===== config.mk =====
export PLATFORM = sky130hd
export DESIGN_NAME = rmet_ctrl
export DESIGN_NICKNAME = d
export VERILOG_FILES = /design/src/rtl/rmet_pkg.sv /design/src/rtl/rmet_ctrl.sv
export SDC_FILE = /design/constraint.sdc
export NUM_CORES = 1
export LEC_CHECK = 0
export BUFFER_PORTS_ARGS = -buffer_cell sky130_fd_sc_hd__buf_4
export CAP_MARGIN = 25
export CORE_AREA = 2 2 39 41
export DETAILED_ROUTE_END_ITERATION = 7
export DIE_AREA = 0 0 41 43
export GPL_TIMING_DRIVEN = 0
export HOLD_SLACK_MARGIN = 0.15
export SYNTH_ARGS = -nofsm -noshare
export SYNTH_HDL_FRONTEND = slang
export SYNTH_SLANG_ARGS = --single-unit

===== constraint.sdc =====
create_clock -name clk -period 3.5 [get_ports clk]
set_input_delay 0.175 -clock clk [delete_from_list [all_inputs] [get_ports clk]]
set_output_delay 0.175 -clock clk [all_outputs]
set_load 0.01 [all_outputs]

===== src/rtl/rmet_pkg.sv =====
// rmet_pkg: shared types, constants and helpers for the rssi tracker
// no dependencies
`timescale 1ns / 1ps
package rmet_pkg;
	localparam int WINDOW_SIZE_DEF = 7;
	localparam logic signed [15:0] LEVEL_FLOOR = -16'sd32512;
	localparam logic signed [7:0] RAW_FLOOR = -8'sd127;

	typedef enum logic [1:0] {
		KIND_SAMPLE = 2'd0,
		KIND_PEAK   = 2'd1,
		KIND_QUERY  = 2'd2,
		KIND_CLEAR  = 2'd3
	} kind_t;

	typedef enum logic [2:0] {
		ST_SEARCHING = 3'd0,
		ST_LOST      = 3'd1,
		ST_WARMER    = 3'd2,
		ST_COLDER    = 3'd3,
		ST_STEADY    = 3'd4
	} status_t;

	typedef enum logic [2:0] {
		REG_ADDR   = 3'd0,
		REG_LOST   = 3'd1,
		REG_THRESH = 3'd2,
		REG_FAST   = 3'd3,
		REG_STABLE = 3'd4,
		REG_JITTER = 3'd5,
		REG_BAR    = 3'd6
	} reg_idx_t;

	typedef enum logic [3:0] {
		S_IDLE,
		S_WRITE,
		S_SORT,
		S_MEDIAN,
		S_FAST,
		S_SLOW,
		S_JIT,
		S_JIT2,
		S_SNAP,
		S_SNAP2,
		S_OUT
	} state_t;

	typedef struct packed {
		logic start;     // latch item, decide kind
		logic win_write; // push rssi into window
		logic sort_step; // one compare pass over the window
		logic med;       // compute median
		logic seed;
		logic upd_fast;
		logic upd_slow;
		logic upd_jit;
		logic fin_jit;
		logic peak_reset;
		logic clear;
		logic snap;
		logic snap2;
	} cmd_t;

	typedef struct packed {
		logic is_sample_match;
		logic is_peak;
		logic is_clear;
		logic seeded;
		logic sort_done;
	} stat_t;

	typedef struct packed {
		logic [31:0] lost_timeout;
		logic [14:0] threshold;
		logic [15:0] alpha_fast;
		logic [15:0] alpha_slow;
		logic [15:0] alpha_jit;
		logic [9:0]  bar_width;
	} cfg_t;

	// round(alpha*diff/65536), half up; diff fits 18 bits signed
	function automatic logic signed [19:0] ema_step(input logic signed [17:0] diff,
			input logic [15:0] alpha);
		logic signed [35:0] p;
		begin
			p = $signed({1'b0, alpha}) * diff + 36'sd32768;
			ema_step = 20'(p >>> 16);
		end
	endfunction
endpackage


===== src/rtl/rmet_ctrl.sv =====
// rmet_ctrl: sequencing state machine of the tracker
// depends on rmet_pkg
`timescale 1ns / 1ps
module rmet_ctrl (
	input  logic clk,
	input  logic arst_n,
	input  logic in_valid,
	output logic in_ready,
	output logic out_valid,
	input  logic out_ready,
	input  rmet_pkg::stat_t st,
	output rmet_pkg::cmd_t cmd
);
	import rmet_pkg::*;
	state_t state_q, nxt;

	always_ff @(posedge clk or negedge arst_n) begin
		if (!arst_n) state_q <= S_IDLE;
		else state_q <= nxt;
	end

	always_comb begin
		nxt = state_q;
		cmd = '0;
		in_ready = 1'b0;
		out_valid = 1'b0;
		unique case (state_q)
			S_IDLE: begin
				in_ready = 1'b1;
				if (in_valid) begin
					cmd.start = 1'b1;
					nxt = S_WRITE;
				end
			end
			S_WRITE: begin
				if (st.is_clear) begin
					cmd.clear = 1'b1;
					nxt = S_SNAP;
				end else if (st.is_peak) begin
					cmd.peak_reset = st.seeded;
					nxt = S_SNAP;
				end else if (st.is_sample_match) begin
					cmd.win_write = 1'b1;
					nxt = S_SORT;
				end else nxt = S_SNAP;
			end
			S_SORT: begin
				cmd.sort_step = 1'b1;
				if (st.sort_done) nxt = S_MEDIAN;
			end
			S_MEDIAN: begin
				cmd.med = 1'b1;
				nxt = S_FAST;
			end
			S_FAST: begin
				if (!st.seeded) begin
					cmd.seed = 1'b1;
					nxt = S_SNAP;
				end else begin
					cmd.upd_fast = 1'b1;
					nxt = S_SLOW;
				end
			end
			S_SLOW: begin
				cmd.upd_slow = 1'b1;
				nxt = S_JIT;
			end
			S_JIT: begin
				cmd.upd_jit = 1'b1;
				nxt = S_JIT2;
			end
			S_JIT2: begin
				cmd.fin_jit = 1'b1;
				nxt = S_SNAP;
			end
			S_SNAP: begin
				cmd.snap = 1'b1;
				nxt = S_SNAP2;
			end
			S_SNAP2: begin
				cmd.snap2 = 1'b1;
				nxt = S_OUT;
			end
			S_OUT: begin
				out_valid = 1'b1;
				if (out_ready) nxt = S_IDLE;
			end
			default: nxt = S_IDLE;
		endcase
	end
endmodule


==> results of run 1 <==
-- cell usage in the layout, fill, tap and decap left out --
cell and count:
buf_2 1, and3b_1 1, nand2_1 3, nor2b_1 1
dlygate4sd3_1 1, nor4_2 1, nor2_1 8, nand2b_1 3
buf_6 1, buf_4 25, mux2i_1 1, clkbuf_4 3
a21oi_1 3, a2bb2oi_1 1, nor3_1 4, inv_1 2
o311ai_1 1, or4_4 1, or2b_1 1, nand2b_2 1
and2_1 1, a221oi_2 1, and3_1 1, a211oi_1 1
o311ai_0 1, or3_1 1, dfrtp_1 4, or3b_1 1
nor4b_1 2, o21ai_0 2
-- cell type report --
cell class,instances,share of cell area
multi-input cells,41,0.4203
inverters,2,0.01195
plain buffers,4,0.04980
flip-flops and latches,4,0.1594
well taps,16,0.03187
clock buffers,3,0.03586
repair buffers,24,0.2908
-- where the power goes --
group          internal [mW]  leakage, nW  switching (mW)
clock                 0.0387       0.0138          0.0237
combinational          0.140        0.235           0.154
sequential            0.0664       0.0507          0.0215
total                  0.245        0.300           0.199
-- layer usage --
metal	global-route usage	part of all wire	wire length [um]
met1	0.2208	0.46	524
met5	0	0	0
met2	0.2188	0.46	526
met3	0.04712	0.088	101
met4	0.06000	0	0
-- worst max-delay path, delay by kind of cell, from the launching register on --
family | cells | cell delay, ns
DFF | 1 | 0.41
buffers and inverters | 2 | 0.18
and+or+nand+nor | 2 | 0.69
-- logic make-up (layout without fill, tap and decap cells) --
| kind of cell | after synthesis | count (layout) | share of synthesized area |
|---|---|---|---|
| AO/OA/AOI/OAI | 10 | 10 | 0.1832 |
| flip-flops | 4 | 4 | 0.2485 |
| multiplexers | 1 | 1 | 0.02485 |
| AND/OR/NAND/NOR | 30 | 30 | 0.4473 |
| buffers and inverters | 6 | 33 | 0.09626 |
-- how the worst max path moves through the flow --
stage                                 startpoint  endpoint  slack [ns]  cells past startpoint
after floorplan           state_q[2]$_DFFE_PN0P_   cmd[12]        2.17                      3
after global placement    state_q[3]$_DFFE_PN0P_    cmd[8]        2.08                      4
after detailed placement  state_q[3]$_DFFE_PN0P_    cmd[8]        2.08                      4
after CTS                 state_q[3]$_DFFE_PN0P_    cmd[8]        1.82                      4
after global routing      state_q[2]$_DFFE_PN0P_    cmd[3]        1.72                      5
final                     state_q[3]$_DFFE_PN0P_    cmd[8]        1.82                      4
-- per-stage QoR --
step           setup slack (ns)  utilization  std cells
2_1_floorplan             2.174            -         51
3_3_place_gp              2.084       0.4304         90
3_5_place_dp              2.077       0.4304         90
4_1_cts                   1.818       0.4539         94
5_1_grt                   1.716       0.4539         94
6_report                  1.818       0.4539         94
-- timing repair --
action	in CTS	in global routing
endpoints found under the setup margin	0	0
hold buffers	1	0
buffers inserted	0	0
hold endpoints to repair	4	0
==> results by group, run 1 <==
Clock tree
  – Post_cts resized: 0
  – Clock latency on the worst-skew pair: 0.25 ns
  – Number of buffers created by CTS: 3
  – Max H-tree Level: 1
  – Max Buffers Root-to-Sink: 2
  – Clock Sinks: 4
  – Root buffer cell: clkbuf_4
  – CTS tree: built
  – Clock slew at the register clock pins of the worst setup and hold paths: about 0.05 ns

Drt
  – DRT antenna net count: 0
  – First drt pass iteration count: 4
  – Routed WL: approximately 1200 um
  – Initial drt markers: 8
  – Final routed wire length divided by cell count: about 12 um
  – DRC: 0
  – Vias per cell: 5.106
  – Routed vias: 480

Yosys
  – Synthesized instance count: 51
  – Sequential area share after synthesis: 0.2484
  – Synth area leaders: dfrtp_1, nor2_1, nor3_1
  – Synth top area share: 0.2484
  – Ys Warns: 0
  – Post-Syn Area: 402.9 sq um
  – Distinct cell type count after synthesis: 28
  – Top cells by count, synth: nor2_1, dfrtp_1, nor3_1
  – Ys flop type: dfrtp_1
  – Ys async rst share: 1.000
  – Mean Syn Cell Area: 7.900 sq um
  – Most numerous cell in the Yosys netlist: nor2_1
  – Post-synth EDFFs: 0
  – Post-Syn Nets: 60
  – Leading area contributor after synthesis: dfrtp_1
  – Synth Register Bits: 4

Finish
  – Largest Register: state_q
  – Inserted Diodes: 0
  – Fillcell total: roughly 160
  – Layout cell share with drive strength beyond 1: 0.4359
  – Max FFs per register: 4
  – Syn-to-layout area delta: 55.90%
  – Fin area: between 600 and 700 sq um
  – Sequential cell area: around 100 sq um
  – Multi-input combinational cell area: about 260 sq um
  – Nets: just under 90
  – Largest registers: state_q: 4 flops

Die
  – Die height: around 43 um
  – Starting Density: 0.2911
  – Die X: ~41 um
  – Row count: 14
  – Die ar.: about 1800 sq um
  – Core footprint: between 1000 and 1500 sq um
  – I/O pin cnt: 24

Worst setup path
  – RR Startpoint: state_q[3]$_DFFE_PN0P_
  – Crit path max fanout: 6
  – CP max-delay cell: or4_4
  – WP data required: approximately 3.3 ns
  – Reg2reg path depth: 3
  – Setup slack, reg-to-reg: 2.23 ns
  – CP Launch Type: flop
  – Arrival time worst endpoint: 1.51 ns
  – Critical path class: flop to output port
  – Max stage delay on crit path: around 0.44 ns
  – Crit path cell chain: nand2b_2 > or4_4 > inv_1 > buf_4
  – Worst R2R End: state_q[3]$_DFFE_PN0P_
  – Critical path capture point type: output port

Pwr
  – Static leakage: between 0.2 and 0.3 nW
  – PwrDens: 706.9 nW/um^2
  – Total Power: between 400 and 500 uW
  – Worst VDD drop: 0.2577 mV

Run status
  – Outcome: finished, final reports clean

Timing
  – Final setup fails: 0
  – Minimum clock period: ~1.7 ns
  – Slew @ Worst Pin: 0.4432 ns
  – Relative slew slack: 0.7008
  – Fin. Hold Viols: 0
  – Post-Route Setup TNS: 0 ns
  – Final worst-path cycle share: 0.4805
  – Slew Viols, Final: 0
  – Achievable Freq: 594.7 MHz
  – Clock Skew: between 0.015 and 0.02 ns
  – RSZ-0062 raised after global routing: no
  – WHS: roughly 0.26 ns

Placement
  – Placer congestion estimate: 0.7161
  – Port Buffers: 23
  – HPWL after DPL: roughly 840 um
  – Placed cell area: roughly 600 sq um

Run
  – Max-Cap Viols: 0

Min path
  – Worst Hold Class: input port to async pin

GRT
  – Vias in the first global route: 443
  – Gr ovfl total: 0
  – Initial antenna violation count: 0
  – Largest net degree at the start of global routing: 11
  – Global-route wire length before repair: 1897 um
  – Global Route Usage Sum: 0.1571
Note: power is estimated with default switching activity, not from simulation.
==> run 2, diff against run 1 <==
--- a/config.mk
+++ b/config.mk
@@ -5,6 +5,7 @@
 export SDC_FILE = /design/constraint.sdc
 export NUM_CORES = 1
 export LEC_CHECK = 0
+export ABC_AREA = 1
 export BUFFER_PORTS_ARGS = -buffer_cell sky130_fd_sc_hd__buf_4
 export CAP_MARGIN = 25
 export CORE_AREA = 2 2 39 41
==> constraint.sdc (replaced) <==
create_clock -name clk -period 1.7 [get_ports clk]
set_input_delay 0.085 -clock clk [delete_from_list [all_inputs] [get_ports clk]]
set_output_delay 0.085 -clock clk [all_outputs]
set_load 0.01 [all_outputs]
==> run 2 against run 1 <==
Net effect: global-route usage fell by 0.59 points; final cell count rose by 24%; via count rose by 5.4%; routed wire length fell by 5.4%; final area rose by 2.4%; clock power rose by 86%; combinational power rose by 110%; critical path type unchanged; largest cell class unchanged.
==> results by group, run 2 <==
Drt
  – Routed WL: ~1100 um
  – Vias per cell: 4.325
  – Initial drt markers: 7
  – First drt pass iteration count: 4
  – DRC: 0
  – Routed vias: between 500 and 600
  – Final routed wire length divided by cell count: between 9 and 10 um
  – DRT antenna net count: 0

Placement
  – Cells after DPL: about 110
  – HPWL after DPL: between 900 and 1000 um
  – Placer congestion estimate: 0.8057
  – Pre-CTS WS: ~0.47 ns
  – Port Buffers: 23
  – Placed cell area: just over 600 sq um

Timing
  – Final setup fails: 0
  – Minimum clock period: ~1.5 ns
  – WHS: 0.1654 ns
  – Clock Skew: between 0.003 and 0.004 ns
  – Post-route setup slack: approximately 0.23 ns
  – Final worst-path cycle share: 0.8664
  – Relative slew slack: 0.8115
  – Post-Route Setup TNS: 0 ns
  – Fin. Hold Viols: 0
  – Achievable Freq: just under 700 MHz
  – Slew @ Worst Pin: 0.2817 ns
  – RSZ-0062 raised after global routing: no
  – Slew Viols, Final: 0

Yosys
  – Sequential area share after synthesis: 0.2395
  – Synthesized instance count: 74
  – Distinct cell type count after synthesis: 16
  – Post-Syn Area: around 420 sq um
  – Ys flop type: dfrtp_1
  – Ys Warns: 0
  – Most numerous cell in the Yosys netlist: inv_1
  – Post-synth EDFFs: 0
  – Synth area leaders: dfrtp_1, inv_1, nor2_1
  – Top cells by count, synth: inv_1, nor2_1, nand2_1
  – Post-Syn Nets: between 80 and 90
  – Mean Syn Cell Area: 5.647 sq um
  – Ys async rst share: 1.000
  – Synth top area share: 0.2395
  – Leading area contributor after synthesis: dfrtp_1
  – Synth Register Bits: 4

Clock tree
  – Post_cts resized: 0
  – Clock Sinks: 4
  – CTS tree: built
  – Max Buffers Root-to-Sink: 2
  – Number of buffers created by CTS: 3
  – Clock latency on the worst-skew pair: 0.24 ns
  – Max H-tree Level: 1
  – Clock slew at the register clock pins of the worst setup and hold paths: about 0.04 ns
  – Root buffer cell: clkbuf_4

Die
  – Row count: 14
  – Die ar.: ~1800 sq um
  – I/O pin cnt: 24
  – Starting Density: 0.3020
  – Die height: 43 um
  – Core footprint: between 1000 and 1500 sq um
  – Die X: between 40 and 50 um

Run
  – Max-Cap Viols: 0

GRT
  – GRT met2 Usage: 0.2125
  – Largest net degree at the start of global routing: 7
  – Met3 usage in global routing: 0.07853
  – Global-route wire length before repair: ~1800 um
  – Met1 usage: 0.1889
  – Global Route Usage Sum: 0.1512
  – Vias in the first global route: 465
  – Gr ovfl total: 0
  – Initial antenna violation count: 0
  – Grt peak-use layer: met2

Worst setup path
  – CP max-delay cell: dfrtp_1
  – CP Launch Type: flop
  – Crit path max fanout: 5
  – WP data required: roughly 1.6 ns
  – Crit path cell chain: inv_2 > nand2_1 > nor2_2 > inv_1 > nor4_2 > buf_4
  – Max stage delay on crit path: between 0.4 and 0.5 ns
  – Arrival time worst endpoint: around 1.4 ns
  – Critical path class: flop to output port
  – Critical path capture point type: output port

Finish
  – Fin area: ~640 sq um
  – Largest Register: state_q
  – Commonest non-fill, non-tap cell in the layout: buf_4
  – Final non-filler cell total: approximately 120
  – Utilization after layout: 0.4647
  – Largest registers: state_q: 4 flops
  – Syn-to-layout area delta: 53.89%
  – Layout cell share with drive strength beyond 1: 0.3465
  – Nets: around 110
  – Commonest non-fill, non-tap cells in the layout: buf_4, inv_1, nor2_1
  – Max FFs per register: 4
  – Inserted Diodes: 0

Pwr
  – Total Power: approximately 940 uW
  – Worst VDD drop: roughly 0.81 mV
  – PwrDens: 1459 nW/um^2
  – Static leakage: approximately 0.43 nW

Run status
  – Outcome: finished, final reports clean

Min path
  – Worst Hold Class: input port to flop
run 2: cell types whose count changed after synthesis, sizes merged, moves of 2 or more:
cell	before	now
a21oi	3	0
buf	4	0
inv	2	21
nand2	3	15
nand2b	4	0
nand3	0	6
nor2	8	20
nor4b	2	0
o311ai	2	0
run 2: critical path: cells and delay by family (launching register included):
family	cells	cell delay [ns]
buffers and inverters	3	0.35
and+or+nand+nor	3	0.37
DFF	1	0.42
run 2: repair_timing:
| action | 4_1_cts | 5_1_grt |
|---|---|---|
| hold endpoints to repair | 4 | 0 |
| hold buffers | 1 | 0 |
| setup buffers | 0 | 0 |
run 2: final timing paths:
check,startpoint,to,slack (ns),cells past startpoint
hold / removal,st[2],state_q[3]$_DFFE_PN0P_,0.17,3
max in group asynchronous,arst_n,state_q[1]$_DFFE_PN0P_,1.42,2
min in group asynchronous,arst_n,state_q[3]$_DFFE_PN0P_,0.18,2
setup / recovery,state_q[1]$_DFFE_PN0P_,cmd[3],0.23,6
setup reg to reg,state_q[3]$_DFFE_PN0P_,state_q[0]$_DFFE_PN0P_,0.50,7
hold reg to reg,state_q[1]$_DFFE_PN0P_,state_q[2]$_DFFE_PN0P_,0.68,2
run 2: power breakdown:
group          internal (mW)  switching [mW]  total (mW)
Sequential             0.142          0.0686       0.210
Combinational          0.243           0.368       0.612
Clock                 0.0788          0.0373       0.116
run 2: routing by layer:
metal	routed length, um	part of all wire
met4	0	0
met3	74	0.068
met2	487	0.45
met5	0	0
met1	527	0.48
run 2: layout make-up:
class / instances / area, sq um
fillers: 151 / 740.7
multi-input cells: 49 / 239.0
repair buffers: 24 / 182.7
flip-flops and latches: 4 / 100.1
inverters: 21 / 78.83
clock buffers: 3 / 22.52
well taps: 16 / 20.02
run 2: logic make-up after synthesis:
kind of cell / Yosys count / synth area share
AOI/OAI and AO/OA: 2 / 0.02694
buffers and inverters: 21 / 0.1886
DFF: 4 / 0.2395
and+or+nand+nor: 47 / 0.5449
==> run 3, diff against run 2 <==
--- a/config.mk
+++ b/config.mk
@@ -5,13 +5,12 @@
 export SDC_FILE = /design/constraint.sdc
 export NUM_CORES = 1
 export LEC_CHECK = 0
-export ABC_AREA = 1
 export BUFFER_PORTS_ARGS = -buffer_cell sky130_fd_sc_hd__buf_4
 export CAP_MARGIN = 25
 export CORE_AREA = 2 2 39 41
 export DETAILED_ROUTE_END_ITERATION = 7
 export DIE_AREA = 0 0 41 43
-export GPL_TIMING_DRIVEN = 0
+export GPL_ROUTABILITY_DRIVEN = 0
 export HOLD_SLACK_MARGIN = 0.15
 export SYNTH_ARGS = -nofsm -noshare
 export SYNTH_HDL_FRONTEND = slang
==> run 3 against run 2 <==
Net effect: clock power increased by 3%; core utilization fell by 2.3 points; flip-flop and latch count is the same; critical path depth is 3 lower; fmax fell by 7.9%; hold slack better by 0.034 ns; routed wire length is 1.8% higher; sequential share of layout area rose by 0.80 points; total power fell by 7.7%; register-to-register slack worse by 0.15 ns; non-clock buffer count grew 2; largest cell class unchanged.
==> results by group, run 3 (synthesis results as in run 1) <==
Drt
  – DRC: 0
  – Final routed wire length divided by cell count: roughly 12 um
  – Routed WL: between 1000 and 1500 um
  – Vias per cell: 5.120
  – Initial drt markers: 14
  – First drt pass iteration count: 4
  – DRT antenna net count: 0
  – Routed vias: 471

Timing
  – Final setup fails: 0
  – Relative slew slack: 0.7147
  – Slew @ Worst Pin: 0.4279 ns
  – Post-Route Setup TNS: 0 ns
  – Fin. Hold Viols: 0
  – Slew Viols, Final: 0
  – Final worst-path cycle share: 0.9407
  – Minimum clock period: 1.599 ns
  – RSZ-0062 raised after global routing: no
  – Clock Skew: ~0.00024 ns
  – Achievable Freq: roughly 630 MHz

Worst setup path
  – Arrival time worst endpoint: about 1.5 ns
  – Crit path max fanout: 14
  – WP data required: roughly 1.6 ns
  – CP max-delay cell: or4_4
  – Crit path cell chain: or4_4 > inv_1 > buf_4
  – CP Launch Type: flop
  – Max stage delay on crit path: ~0.58 ns
  – Critical path capture point type: output port
  – Critical path class: flop to output port

Run
  – Max-Cap Viols: 0

Finish
  – Layout cell share with drive strength beyond 1: 0.4211
  – Largest registers: state_q: 4 flops
  – Nets: 87
  – Commonest non-fill, non-tap cell in the layout: buf_4
  – Syn-to-layout area delta: 51.86%
  – Utilization after layout: 0.4421
  – Inserted Diodes: 0
  – Fin area: between 600 and 700 sq um
  – Largest Register: state_q
  – Commonest non-fill, non-tap cells in the layout: buf_4, nor2_1, nor3_1, dfrtp_1
  – Max FFs per register: 4

Min path
  – Worst Hold Class: input port to flop

Die
  – Starting Density: 0.2911
  – Die X: between 40 and 50 um
  – Die height: 43 um
  – I/O pin cnt: 24
  – Core footprint: 1384 sq um
  – Row count: 14
  – Die ar.: around 1800 sq um

Clock tree
  – Clock slew at the register clock pins of the worst setup and hold paths: approximately 0.040 ns
  – Clock Sinks: 4
  – # hold bufs at CTS: 1
  – Post-CTS Setup Inserts: 0
  – Post_cts resized: 0
  – Max Buffers Root-to-Sink: 2
  – Root buffer cell: clkbuf_4
  – CTS tree: built
  – Clock latency on the worst-skew pair: 0.23 ns
  – Max H-tree Level: 1
  – Number of buffers created by CTS: 3

GRT
  – Global-route wire length before repair: between 1500 and 2000 um
  – Vias in the first global route: roughly 420
  – Gr ovfl total: 0
  – Global Route Usage Sum: 0.1426
  – Initial antenna violation count: 0
  – Largest net degree at the start of global routing: 15

Placement
  – Placed cell area: approximately 580 sq um
  – HPWL after DPL: between 800 and 900 um
  – Port Buffers: 23

Pwr
  – PwrDens: 1415 nW/um^2
  – Static leakage: approximately 0.29 nW
  – Worst VDD drop: around 0.53 mV

Run status
  – Outcome: finished, final reports clean
[run 3: critical path: cells and delay by family (launching register included)]
kind	cells	cell delay (ns)
buffers and inverters	2	0.18
flip-flops	1	0.52
AND/OR/NAND/NOR	1	0.58
[run 3: path summary, 6_finish.rpt]
check	slack [ns]	cells past startpoint	from	to
worst max-delay path	0.10	3	state_q[0]$_DFFE_PN0P_	cmd[8]
worst min-delay path	0.20	3	out_ready	state_q[1]$_DFFE_PN0P_
worst max register to register	0.35	3	state_q[1]$_DFFE_PN0P_	state_q[0]$_DFFE_PN0P_
worst min register to register	0.63	2	state_q[3]$_DFFE_PN0P_	state_q[2]$_DFFE_PN0P_
max in group asynchronous	1.39	2	arst_n	state_q[2]$_DFFE_PN0P_
min in group asynchronous	0.21	2	arst_n	state_q[3]$_DFFE_PN0P_
[run 3: where the power goes]
group	total, mW	internal [mW]	switching [mW]
Clock	0.120	0.0791	0.0408
Sequential	0.216	0.136	0.0803
Combinational	0.530	0.264	0.266
Total	0.866	0.478	0.388
[run 3: routing by layer]
metal | track usage | routed length, um | share of wire | up-vias
met2 | 0.2125 | 540 | 0.49 | 25
met4 | 0.08000 | 0 | 0 | 0
met5 | 0 | 0 | 0 | -
met3 | 0.01571 | 121 | 0.11 | 0
met1 | 0.1897 | 447 | 0.40 | 210
li1 | - | - | - | 236
[run 3: metrics by stage]
stage	total power, mW	hold WS [ns]	setup slack (ns)	std cells
2_1_floorplan	0.5803	-0.2106	0.4641	51
3_3_place_gp	0.7415	-0.1166	0.3728	88
3_5_place_dp	0.7456	-0.1140	0.3599	88
4_1_cts	0.8757	0.1780	0.1003	92
5_1_grt	0.9539	0.2001	0.01034	92
6_report	0.8659	0.1998	0.1009	92
[run 3: final cells by class]
| class | count | area (sq um) |
|---|---|---|
| fill | 150 | 772.0 |
| multi-input combinational | 41 | 264.0 |
| timing repair buffer | 26 | 197.7 |
| sequential | 4 | 100.1 |
| clock buffer | 3 | 22.52 |
| tap | 16 | 20.02 |
| inverter | 2 | 7.507 |
